## src/design/hwbw_pkg.sv

```systemverilog
// Shared types and constants for the hue-weighted black-and-white unit.
`default_nettype none

package hwbw_pkg;

  // Channel and weight widths
  localparam int unsigned PixW     = 8;
  localparam int unsigned WeightW  = 8;
  localparam int unsigned NumWeights = 6;
  localparam int unsigned CfgIdxW  = 3;

  // Percent scale and weight limits
  localparam int Percent   = 100;
  localparam int WeightMax = 100;
  localparam int WeightMin = -100;

  // Width of min*100 (255*100 < 2**15), of the signed sum and of the products
  localparam int unsigned BaseW = 15;
  localparam int unsigned ProdW = PixW + 1 + WeightW;
  localparam int unsigned AccW  = ProdW + 2;

  // Divide by 100 through a reciprocal: q = (acc * RecipMul) >> RecipShift,
  // exact for acc below 43690, and acc never exceeds 25500
  localparam int unsigned RecipShift = 21;
  localparam int unsigned RecipW     = 15;
  localparam logic [RecipW-1:0] RecipMul = RecipW'(((1 << RecipShift) + Percent - 1) / Percent);
  localparam int unsigned QProdW = BaseW + RecipW;

  // Hue slots, equal to the register indexes
  typedef enum logic [CfgIdxW-1:0] {
    HUE_RED     = 3'd0,
    HUE_YELLOW  = 3'd1,
    HUE_GREEN   = 3'd2,
    HUE_CYAN    = 3'd3,
    HUE_BLUE    = 3'd4,
    HUE_MAGENTA = 3'd5
  } hue_e;

  typedef logic signed [WeightW-1:0] weight_t;
  typedef logic [PixW-1:0] pix_t;

  // Weight values after reset, by hue slot
  localparam weight_t WeightReset [NumWeights] = '{
    weight_t'(40), weight_t'(60), weight_t'(40),
    weight_t'(60), weight_t'(20), weight_t'(80)
  };

endpackage

`default_nettype wire

```

## src/design/hue_weighted_black_white_unit.sv

```systemverilog
// Top level of the hue-weighted black-and-white unit: a five-stage pixel pipeline.
//
// Usage:
//   A pixel request (pix_blue_i, pix_green_i, pix_red_i, pix_alpha_i) is taken at
//   each rising edge with start_i high and busy_o low. busy_o stays low, so one
//   pixel may enter in every cycle; pixels need not be contiguous.
//   The result (gray_level_o, alpha_out_o) is shown for one cycle with done_o
//   high, in request order. There is one register stage each for sort, weight
//   multiply, sum, reciprocal multiply for the divide by 100, and output.
//   Throughput is one pixel per clock, since every stage advances each cycle.
//   The receiver cannot stall the unit; every result appears exactly once.
//   Weights are written on the cfg channel (cfg_valid_i, cfg_index_i, cfg_data_i);
//   cfg_ready_o is always high, index 0..5 selects red, yellow, green, cyan, blue,
//   magenta, and other indexes are dropped. Values are clamped to -100..100 when
//   written. Write weights only while no pixel is in flight.
//   Reset (rst_ni low, asynchronous) empties the pipeline and loads the default
//   weights 40, 60, 40, 60, 20, 80.
`default_nettype none

module hue_weighted_black_white_unit (
  input  logic                    clk_i,
  input  logic                    rst_ni,
  input  logic                    start_i,
  output logic                    busy_o,
  input  hwbw_pkg::pix_t          pix_blue_i,
  input  hwbw_pkg::pix_t          pix_green_i,
  input  hwbw_pkg::pix_t          pix_red_i,
  input  hwbw_pkg::pix_t          pix_alpha_i,
  output logic                    done_o,
  output hwbw_pkg::pix_t          gray_level_o,
  output hwbw_pkg::pix_t          alpha_out_o,
  input  logic                    cfg_valid_i,
  output logic                    cfg_ready_o,
  input  logic [hwbw_pkg::CfgIdxW-1:0] cfg_index_i,
  input  logic [hwbw_pkg::WeightW-1:0] cfg_data_i
);
  import hwbw_pkg::*;

  // Weight registers
  weight_t w_q [NumWeights];
  weight_t cfg_clamped;
  logic    cfg_we;

  // Stage 1: sorted channels
  logic s1_valid_q;
  pix_t s1_max_q, s1_mid_q, s1_min_q, s1_alpha_q;
  hue_e s1_pri_q, s1_sec_q;
  pix_t s1_max_d, s1_mid_d, s1_min_d;
  hue_e s1_pri_d, s1_sec_d;

  // Stage 2: products
  logic s2_valid_q;
  pix_t s2_alpha_q;
  logic signed [ProdW-1:0] s2_p1_q, s2_p2_q, s2_p1_d, s2_p2_d;
  logic [BaseW-1:0] s2_base_q, s2_base_d;
  weight_t w_pri, w_sec;

  // Stage 3: positive part of the sum
  logic s3_valid_q;
  pix_t s3_alpha_q;
  logic signed [AccW-1:0] acc_d;
  logic [BaseW-1:0] s3_acc_q, s3_acc_d;

  // Stage 4: reciprocal product
  logic s4_valid_q;
  pix_t s4_alpha_q;
  logic [QProdW-1:0] s4_qp_q, s4_qp_d;

  // Output stage
  logic done_q;
  pix_t gray_q, alpha_q;

  logic accept;

  assign accept      = start_i && !busy_o;
  assign busy_o      = 1'b0;
  assign cfg_ready_o = 1'b1;
  assign cfg_we      = cfg_valid_i && cfg_ready_o;

  // Clamp the written weight to -100..100
  always_comb begin
    if ($signed(cfg_data_i) > $signed(WeightW'(WeightMax))) begin
      cfg_clamped = weight_t'(WeightMax);
    end else if ($signed(cfg_data_i) < $signed(WeightW'(WeightMin))) begin
      cfg_clamped = weight_t'(WeightMin);
    end else begin
      cfg_clamped = $signed(cfg_data_i);
    end
  end

  // Hold weights, load on a matching write
  always_ff @(posedge clk_i or negedge rst_ni) begin
    if (!rst_ni) begin
      for (int i = 0; i < NumWeights; i++) begin
        w_q[i] <= WeightReset[i];
      end
    end else begin
      for (int i = 0; i < NumWeights; i++) begin
        if (cfg_we && cfg_index_i == CfgIdxW'(i)) begin
          w_q[i] <= cfg_clamped;
        end
      end
    end
  end

  // Sort blue, green, red into max, mid, min; earlier channel wins ties
  always_comb begin
    pix_t v [3];
    hue_e h [3];
    pix_t tv;
    hue_e th;
    tv = '0;
    th = HUE_BLUE;
    v[0] = pix_blue_i;
    v[1] = pix_green_i;
    v[2] = pix_red_i;
    h[0] = HUE_BLUE;
    h[1] = HUE_GREEN;
    h[2] = HUE_RED;
    if (v[1] > v[0]) begin
      tv = v[0]; v[0] = v[1]; v[1] = tv;
      th = h[0]; h[0] = h[1]; h[1] = th;
    end
    if (v[2] > v[1]) begin
      tv = v[1]; v[1] = v[2]; v[2] = tv;
      th = h[1]; h[1] = h[2]; h[2] = th;
    end
    if (v[1] > v[0]) begin
      tv = v[0]; v[0] = v[1]; v[1] = tv;
      th = h[0]; h[0] = h[1]; h[1] = th;
    end
    s1_max_d = v[0];
    s1_mid_d = v[1];
    s1_min_d = v[2];
    s1_pri_d = h[0];
  end

  // Pick the secondary hue from the max and mid channels
  always_comb begin
    unique case (s1_pri_d)
      HUE_RED:   s1_sec_d = (s1_mid_hue() == HUE_GREEN) ? HUE_YELLOW : HUE_MAGENTA;
      HUE_GREEN: s1_sec_d = (s1_mid_hue() == HUE_RED) ? HUE_YELLOW : HUE_CYAN;
      default:   s1_sec_d = (s1_mid_hue() == HUE_RED) ? HUE_MAGENTA : HUE_CYAN;
    endcase
  end

  // Hue of the mid channel, recomputed from the compare results
  function automatic hue_e s1_mid_hue();
    hue_e h [3];
    hue_e th;
    h[0] = HUE_BLUE;
    h[1] = HUE_GREEN;
    h[2] = HUE_RED;
    if (pix_green_i > pix_blue_i) begin
      th = h[0]; h[0] = h[1]; h[1] = th;
    end
    if (pix_red_i > ((h[1] == HUE_GREEN) ? pix_green_i : pix_blue_i)) begin
      th = h[1]; h[1] = h[2]; h[2] = th;
    end
    if (h[1] == HUE_RED && pix_red_i > ((h[0] == HUE_GREEN) ? pix_green_i : pix_blue_i)) begin
      th = h[0]; h[0] = h[1]; h[1] = th;
    end
    return h[1];
  endfunction

  // Select weights by hue slot
  always_comb begin
    unique case (s1_pri_q)
      HUE_RED:     w_pri = w_q[HUE_RED];
      HUE_YELLOW:  w_pri = w_q[HUE_YELLOW];
      HUE_GREEN:   w_pri = w_q[HUE_GREEN];
      HUE_CYAN:    w_pri = w_q[HUE_CYAN];
      HUE_BLUE:    w_pri = w_q[HUE_BLUE];
      HUE_MAGENTA: w_pri = w_q[HUE_MAGENTA];
      default:     w_pri = '0;
    endcase
    unique case (s1_sec_q)
      HUE_RED:     w_sec = w_q[HUE_RED];
      HUE_YELLOW:  w_sec = w_q[HUE_YELLOW];
      HUE_GREEN:   w_sec = w_q[HUE_GREEN];
      HUE_CYAN:    w_sec = w_q[HUE_CYAN];
      HUE_BLUE:    w_sec = w_q[HUE_BLUE];
      HUE_MAGENTA: w_sec = w_q[HUE_MAGENTA];
      default:     w_sec = '0;
    endcase
  end

  // Weighted differences and the scaled minimum
  assign s2_p1_d   = $signed({1'b0, s1_max_q - s1_mid_q}) * w_pri;
  assign s2_p2_d   = $signed({1'b0, s1_mid_q - s1_min_q}) * w_sec;
  assign s2_base_d = BaseW'(s1_min_q * BaseW'(Percent));

  // Sum; a sum at or below zero gives gray zero
  assign acc_d    = AccW'(s2_p1_q) + AccW'(s2_p2_q) + $signed(AccW'(s2_base_q));
  assign s3_acc_d = (acc_d > 0) ? acc_d[BaseW-1:0] : '0;

  // Divide by 100 through the reciprocal
  assign s4_qp_d = QProdW'(s3_acc_q) * QProdW'(RecipMul);

  // Advance the valid bits
  always_ff @(posedge clk_i or negedge rst_ni) begin
    if (!rst_ni) begin
      s1_valid_q <= 1'b0;
      s2_valid_q <= 1'b0;
      s3_valid_q <= 1'b0;
      s4_valid_q <= 1'b0;
      done_q     <= 1'b0;
    end else begin
      s1_valid_q <= accept;
      s2_valid_q <= s1_valid_q;
      s3_valid_q <= s2_valid_q;
      s4_valid_q <= s3_valid_q;
      done_q     <= s4_valid_q;
    end
  end

  // Advance the payload
  always_ff @(posedge clk_i) begin
    if (accept) begin
      s1_max_q   <= s1_max_d;
      s1_mid_q   <= s1_mid_d;
      s1_min_q   <= s1_min_d;
      s1_pri_q   <= s1_pri_d;
      s1_sec_q   <= s1_sec_d;
      s1_alpha_q <= pix_alpha_i;
    end
    if (s1_valid_q) begin
      s2_p1_q    <= s2_p1_d;
      s2_p2_q    <= s2_p2_d;
      s2_base_q  <= s2_base_d;
      s2_alpha_q <= s1_alpha_q;
    end
    if (s2_valid_q) begin
      s3_acc_q   <= s3_acc_d;
      s3_alpha_q <= s2_alpha_q;
    end
    if (s3_valid_q) begin
      s4_qp_q    <= s4_qp_d;
      s4_alpha_q <= s3_alpha_q;
    end
    if (s4_valid_q) begin
      gray_q  <= s4_qp_q[RecipShift +: PixW];
      alpha_q <= s4_alpha_q;
    end
  end

  assign done_o       = done_q;
  assign gray_level_o = gray_q;
  assign alpha_out_o  = alpha_q;

endmodule

`default_nettype wire

```

## config.mk

```make
export PLATFORM = sky130hd
export DESIGN_NAME = hue_weighted_black_white_unit
export DESIGN_NICKNAME = d
export VERILOG_FILES = /design/src/design/hwbw_pkg.sv /design/src/design/hue_weighted_black_white_unit.sv
export SDC_FILE = /design/constraint.sdc
export NUM_CORES = 1
export LEC_CHECK = 0
export BUFFER_PORTS_ARGS = -buffer_cell sky130_fd_sc_hd__buf_2
export CAP_MARGIN = 20
export CORE_ASPECT_RATIO = 0.7
export CORE_MARGIN = 4
export CORE_UTILIZATION = 57
export DETAILED_ROUTE_END_ITERATION = 10
export PLACE_DENSITY_LB_ADDON = 0.12
export SLEW_MARGIN = 20
export SYNTH_ARGS = -nofsm -noshare
export SYNTH_HDL_FRONTEND = slang
export SYNTH_SLANG_ARGS = --single-unit
```

## constraint.sdc

```tcl
create_clock -name clk_i -period 7.1 [get_ports clk_i]
set_clock_uncertainty 0.15 [all_clocks]
set_input_delay 1.42 -clock clk_i [delete_from_list [all_inputs] [get_ports clk_i]]
set_output_delay 1.42 -clock clk_i [all_outputs]
set_load 0.02 [all_outputs]
```

==> metrics.txt <==
# TYPE chip_impl_metric gauge
chip_impl_metric{name="multi_input_area",unit="um^2"} 10900
chip_impl_metric{name="floorplan.die.width",unit="um"} 220
chip_impl_metric{name="antenna_found_initial",unit=""} 0
chip_impl_metric{name="pin_count_of_the_biggest_net_entering_global_routing",unit=""} 55
chip_impl_metric{name="yosysSeqAreaShare",unit=""} 0.321
chip_impl_metric{name="r2r_setup_slack",unit="ps"} 450
chip_impl_metric{name="grt_pass1_vias",unit=""} 12500
chip_impl_metric{name="finalWirelength",unit="um"} 38300
chip_impl_metric{name="fill_cells",unit=""} 2447
chip_impl_info{name="worstSetupPathType",value="flop to flop"} 1
chip_impl_metric{name="avgSynthCellArea",unit="um^2"} 10.3
chip_impl_metric{name="synth.cell_area",unit="um^2"} 17900
chip_impl_metric{name="antennaDiodeCount",unit=""} 0
chip_impl_metric{name="design.final.nets",unit=""} 2296
chip_impl_metric{name="max-clock-path-buffers",unit=""} 2
chip_impl_metric{name="globalRouteTotalUtil",unit=""} 0.238
chip_impl_metric{name="layout-drive-gt1-share",unit=""} 0.0855
chip_impl_metric{name="cts_made_buffers",unit=""} 17
chip_impl_metric{name="route.detailed.vias_per_inst",unit=""} 5.46
chip_impl_info{name="min_path_type",value="flop to flop"} 1
chip_impl_metric{name="period_needed",unit="ps"} 6650
chip_impl_info{name="run_status",value="completed"} 1
chip_impl_metric{name="count_of_tritonroute_iterations_in_the_first_routing_pass",unit=""} 7
chip_impl_metric{name="clock_sink_count",unit=""} 199
chip_impl_metric{name="area_growth",unit="%"} 8.81
chip_impl_metric{name="start_util",unit=""} 0.587
chip_impl_metric{name="layout.core_utilization",unit=""} 0.639
chip_impl_metric{name="path_clk_slew",unit="ps"} 80
chip_impl_info{name="cts_tree",value="done"} 1
chip_impl_metric{name="timing.max_cap.violations",unit=""} 0
chip_impl_metric{name="place.gp.congestion",unit=""} 0.895
chip_impl_info{name="rsz0062_at_grt",value="false"} 1
chip_impl_metric{name="ys_seq_elements",unit=""} 199
chip_impl_info{name="timing.critical_path.from_type",value="flop"} 1
chip_impl_metric{name="hold_depth",unit=""} 0
chip_impl_metric{name="synth_fp_nets",unit=""} 2211
chip_impl_metric{name="cp.required",unit="ps"} 7150
chip_impl_metric{name="depth_of_the_most_critical_reg_to_reg_path",unit=""} 26
chip_impl_info{name="yosysTopAreaCell",value="edfxtp_1"} 1
chip_impl_metric{name="final-max-slew-violation-count",unit=""} 0
chip_impl_info{name="r2r-start",value="s1_min_q[1]$_DFFE_PP_"} 1
chip_impl_info{name="min_from",value="s4_qp_q[24]$_DFFE_PP_"} 1
chip_impl_info{name="critical_path.endpoint_type",value="flop"} 1
chip_impl_metric{name="die-area",unit="um^2"} 34300
chip_impl_metric{name="clock.fmax",unit="GHz"} 0.150
chip_impl_metric{name="drt_first_iter_violations",unit=""} 903
chip_impl_metric{name="crit_path_max_incr_delay",unit="ps"} 590
chip_impl_info{name="post_synth_main_area_contributors",value="edfxtp_1, ha_1, fa_1"} 1
chip_impl_metric{name="clk-insertion-delay-late",unit="ps"} 450
chip_impl_metric{name="tightestPinTransition",unit="ps"} 1010
chip_impl_info{name="rr_endpoint",value="s2_p2_q[15]$_DFFE_PP_"} 1
chip_impl_info{name="cts_root_buffer",value="clkbuf_16"} 1
chip_impl_metric{name="cts-htree-levels",unit=""} 4
chip_impl_metric{name="synth_cells",unit=""} 1727
chip_impl_metric{name="worst_hold_slack",unit="ps"} 271
chip_impl_metric{name="yosys.cell_types.count",unit=""} 60
chip_impl_metric{name="synth_enable_flop_cells",unit=""} 146
chip_impl_metric{name="grt_first_pass_wirelength",unit="um"} 64300
chip_impl_metric{name="yosysWarnings",unit=""} 0
chip_impl_metric{name="seqCellArea",unit="um^2"} 5730
chip_impl_metric{name="max-slew-margin-rel",unit=""} 0.326
chip_impl_metric{name="final_hold_viols",unit=""} 0
chip_impl_metric{name="ys_async_sr_fraction",unit=""} 0.266
chip_impl_metric{name="port_buffers",unit=""} 63
chip_impl_info{name="min_to",value="gray_level_o[3]$_DFFE_PP_"} 1
chip_impl_metric{name="dp_hpwl",unit="um"} 31300
chip_impl_metric{name="die_height",unit="um"} 156
chip_impl_metric{name="worst-path-max-fanout",unit=""} 5
chip_impl_info{name="synth.most_common_cell",value="inv_1"} 1
chip_impl_metric{name="fp-row-count",unit=""} 53
chip_impl_info{name="critical_path.slowest_cell",value="fa_1"} 1
chip_impl_info{name="crit_path_frequent_cell",value="inv_1"} 1
chip_impl_info{name="ys_top_cells_by_count",value="inv_1, ha_1, fa_1, nor2_1, edfxtp_1"} 1
chip_impl_metric{name="via_count",unit=""} 12200
chip_impl_metric{name="drtAntennaViolNets",unit=""} 0
chip_impl_metric{name="cp.arrival",unit="ps"} 6700
chip_impl_metric{name="core",unit="um^2"} 30400
chip_impl_metric{name="average_routed_wire_per_standard_cell",unit="um"} 17.1
chip_impl_metric{name="floorplan.io_pins",unit=""} 66
chip_impl_metric{name="post-synth-top-area-fraction",unit=""} 0.245
chip_impl_metric{name="cts_hold_buf",unit=""} 0
chip_impl_metric{name="min_period_over_period",unit=""} 0.937
chip_impl_metric{name="post-route-drc-count",unit=""} 0
chip_impl_metric{name="gr-total-overflow",unit=""} 0
chip_impl_metric{name="timing.setup.tns",unit="ps"} 0
chip_impl_info{name="ys_dominant_reg_cell",value="edfxtp_1"} 1
chip_impl_metric{name="setup_violations",unit=""} 0
==> worst max-delay path, delay by kind of cell (launching register included) <==
kind / cells / cell delay (ps)
flip-flops: 1 / 530
AND/OR/NAND/NOR: 2 / 280
adder cells (fa/ha/maj): 6 / 2240
XOR/XNOR: 2 / 610
buffers and inverters: 5 / 330
AO/OA/AOI/OAI: 11 / 2290
==> state kept, by name, summed over array words and instances (netlist names), 13 cells and up <==
| signal | flops |
|---|---|
| s2_p1_q | 17 |
| s2_p2_q | 17 |
| w_q | 48 |
| s2_base_q | 13 |
| s3_acc_q | 15 |
==> routing by layer <==
metal,global-route usage,part of all wire,up-vias
li1,-,-,5932
met3,0.0411,0.059,30
met4,0.0448,0.011,0
met1,0.371,0.51,5976
met5,0,0,-
met2,0.354,0.42,286
==> cell type report <==
| cell class | count | area share |
|---|---|---|
| clock buffers | 18 | 0.0226 |
| clock inverters | 14 | 0.00888 |
| inverters | 310 | 0.0598 |
| multi-input cells | 1196 | 0.562 |
| flip-flops and latches | 199 | 0.295 |
| well taps | 412 | 0.0265 |
| repair buffers | 88 | 0.0259 |
==> stage by stage <==
step                setup slack [ps]  std cells  instance area, um^2
floorplan                        229       1727                17900
global placement                 132       2201                18800
detailed placement             -95.5       2201                18800
CTS                              328       2233                19400
global route                    21.1       2237                19400
finish                           445       2237                19400
==> cell usage in the layout (no fill, tap or decap), types with 12 or more instances in the layout <==
master and count:
dfrtp_1 36, fa_1 161, a221oi_1 16, a21o_1 26
dfstp_2 16, inv_1 310, nor2_1 154, nor3_1 29
xnor2_1 49, o21a_1 12, clkbuf_16 17, nor2b_1 19
nand2b_1 16, buf_2 63, nand2_1 133, buf_4 24
ha_1 276, mux2i_1 16, a21oi_1 62, o21ai_0 87
edfxtp_1 146, nand3_1 19, xor2_1 18
==> repair_timing <==
item / 4_1_cts / 5_1_grt
setup endpoints to repair: 0 / 16
setup buffers: 0 / 2
resized for setup: 0 / 6
==> how the worst max path moves through the flow <==
stage                            endpoint  cells past startpoint  slack [ps]                  start
finish              s2_p2_q[15]$_DFFE_PP_                     26         450  s1_min_q[1]$_DFFE_PP_
detailed placement  s1_mid_q[2]$_DFFE_PP_                     28        -100          pix_blue_i[1]
global route        s1_max_q[7]$_DFFE_PP_                     27          20          pix_blue_i[4]
floorplan           s1_mid_q[0]$_DFFE_PP_                     29         230          pix_blue_i[4]
global placement    s1_mid_q[0]$_DFFE_PP_                     28         130          pix_blue_i[7]
CTS                 s1_mid_q[7]$_DFFE_PP_                     28         330          pix_blue_i[1]
==> kinds of logic (layout without fill, tap and decap cells) <==
logic type                 after synthesis  count (layout)  synth area share
other                                    2               2          0.000420
adders and majority gates              438             438             0.374
muxes                                   16              16           0.00896
DFF                                    199             199             0.321
and+or+nand+nor                        408             409             0.101
AOI/OAI and AO/OA                      264             264            0.0910
xor gates and xnor gates                67              67            0.0328
buffers and inverters                  333             430            0.0709
Power is not shown: default switching activity piles up to over one toggle a cycle in this logic, so the estimate is an artifact.
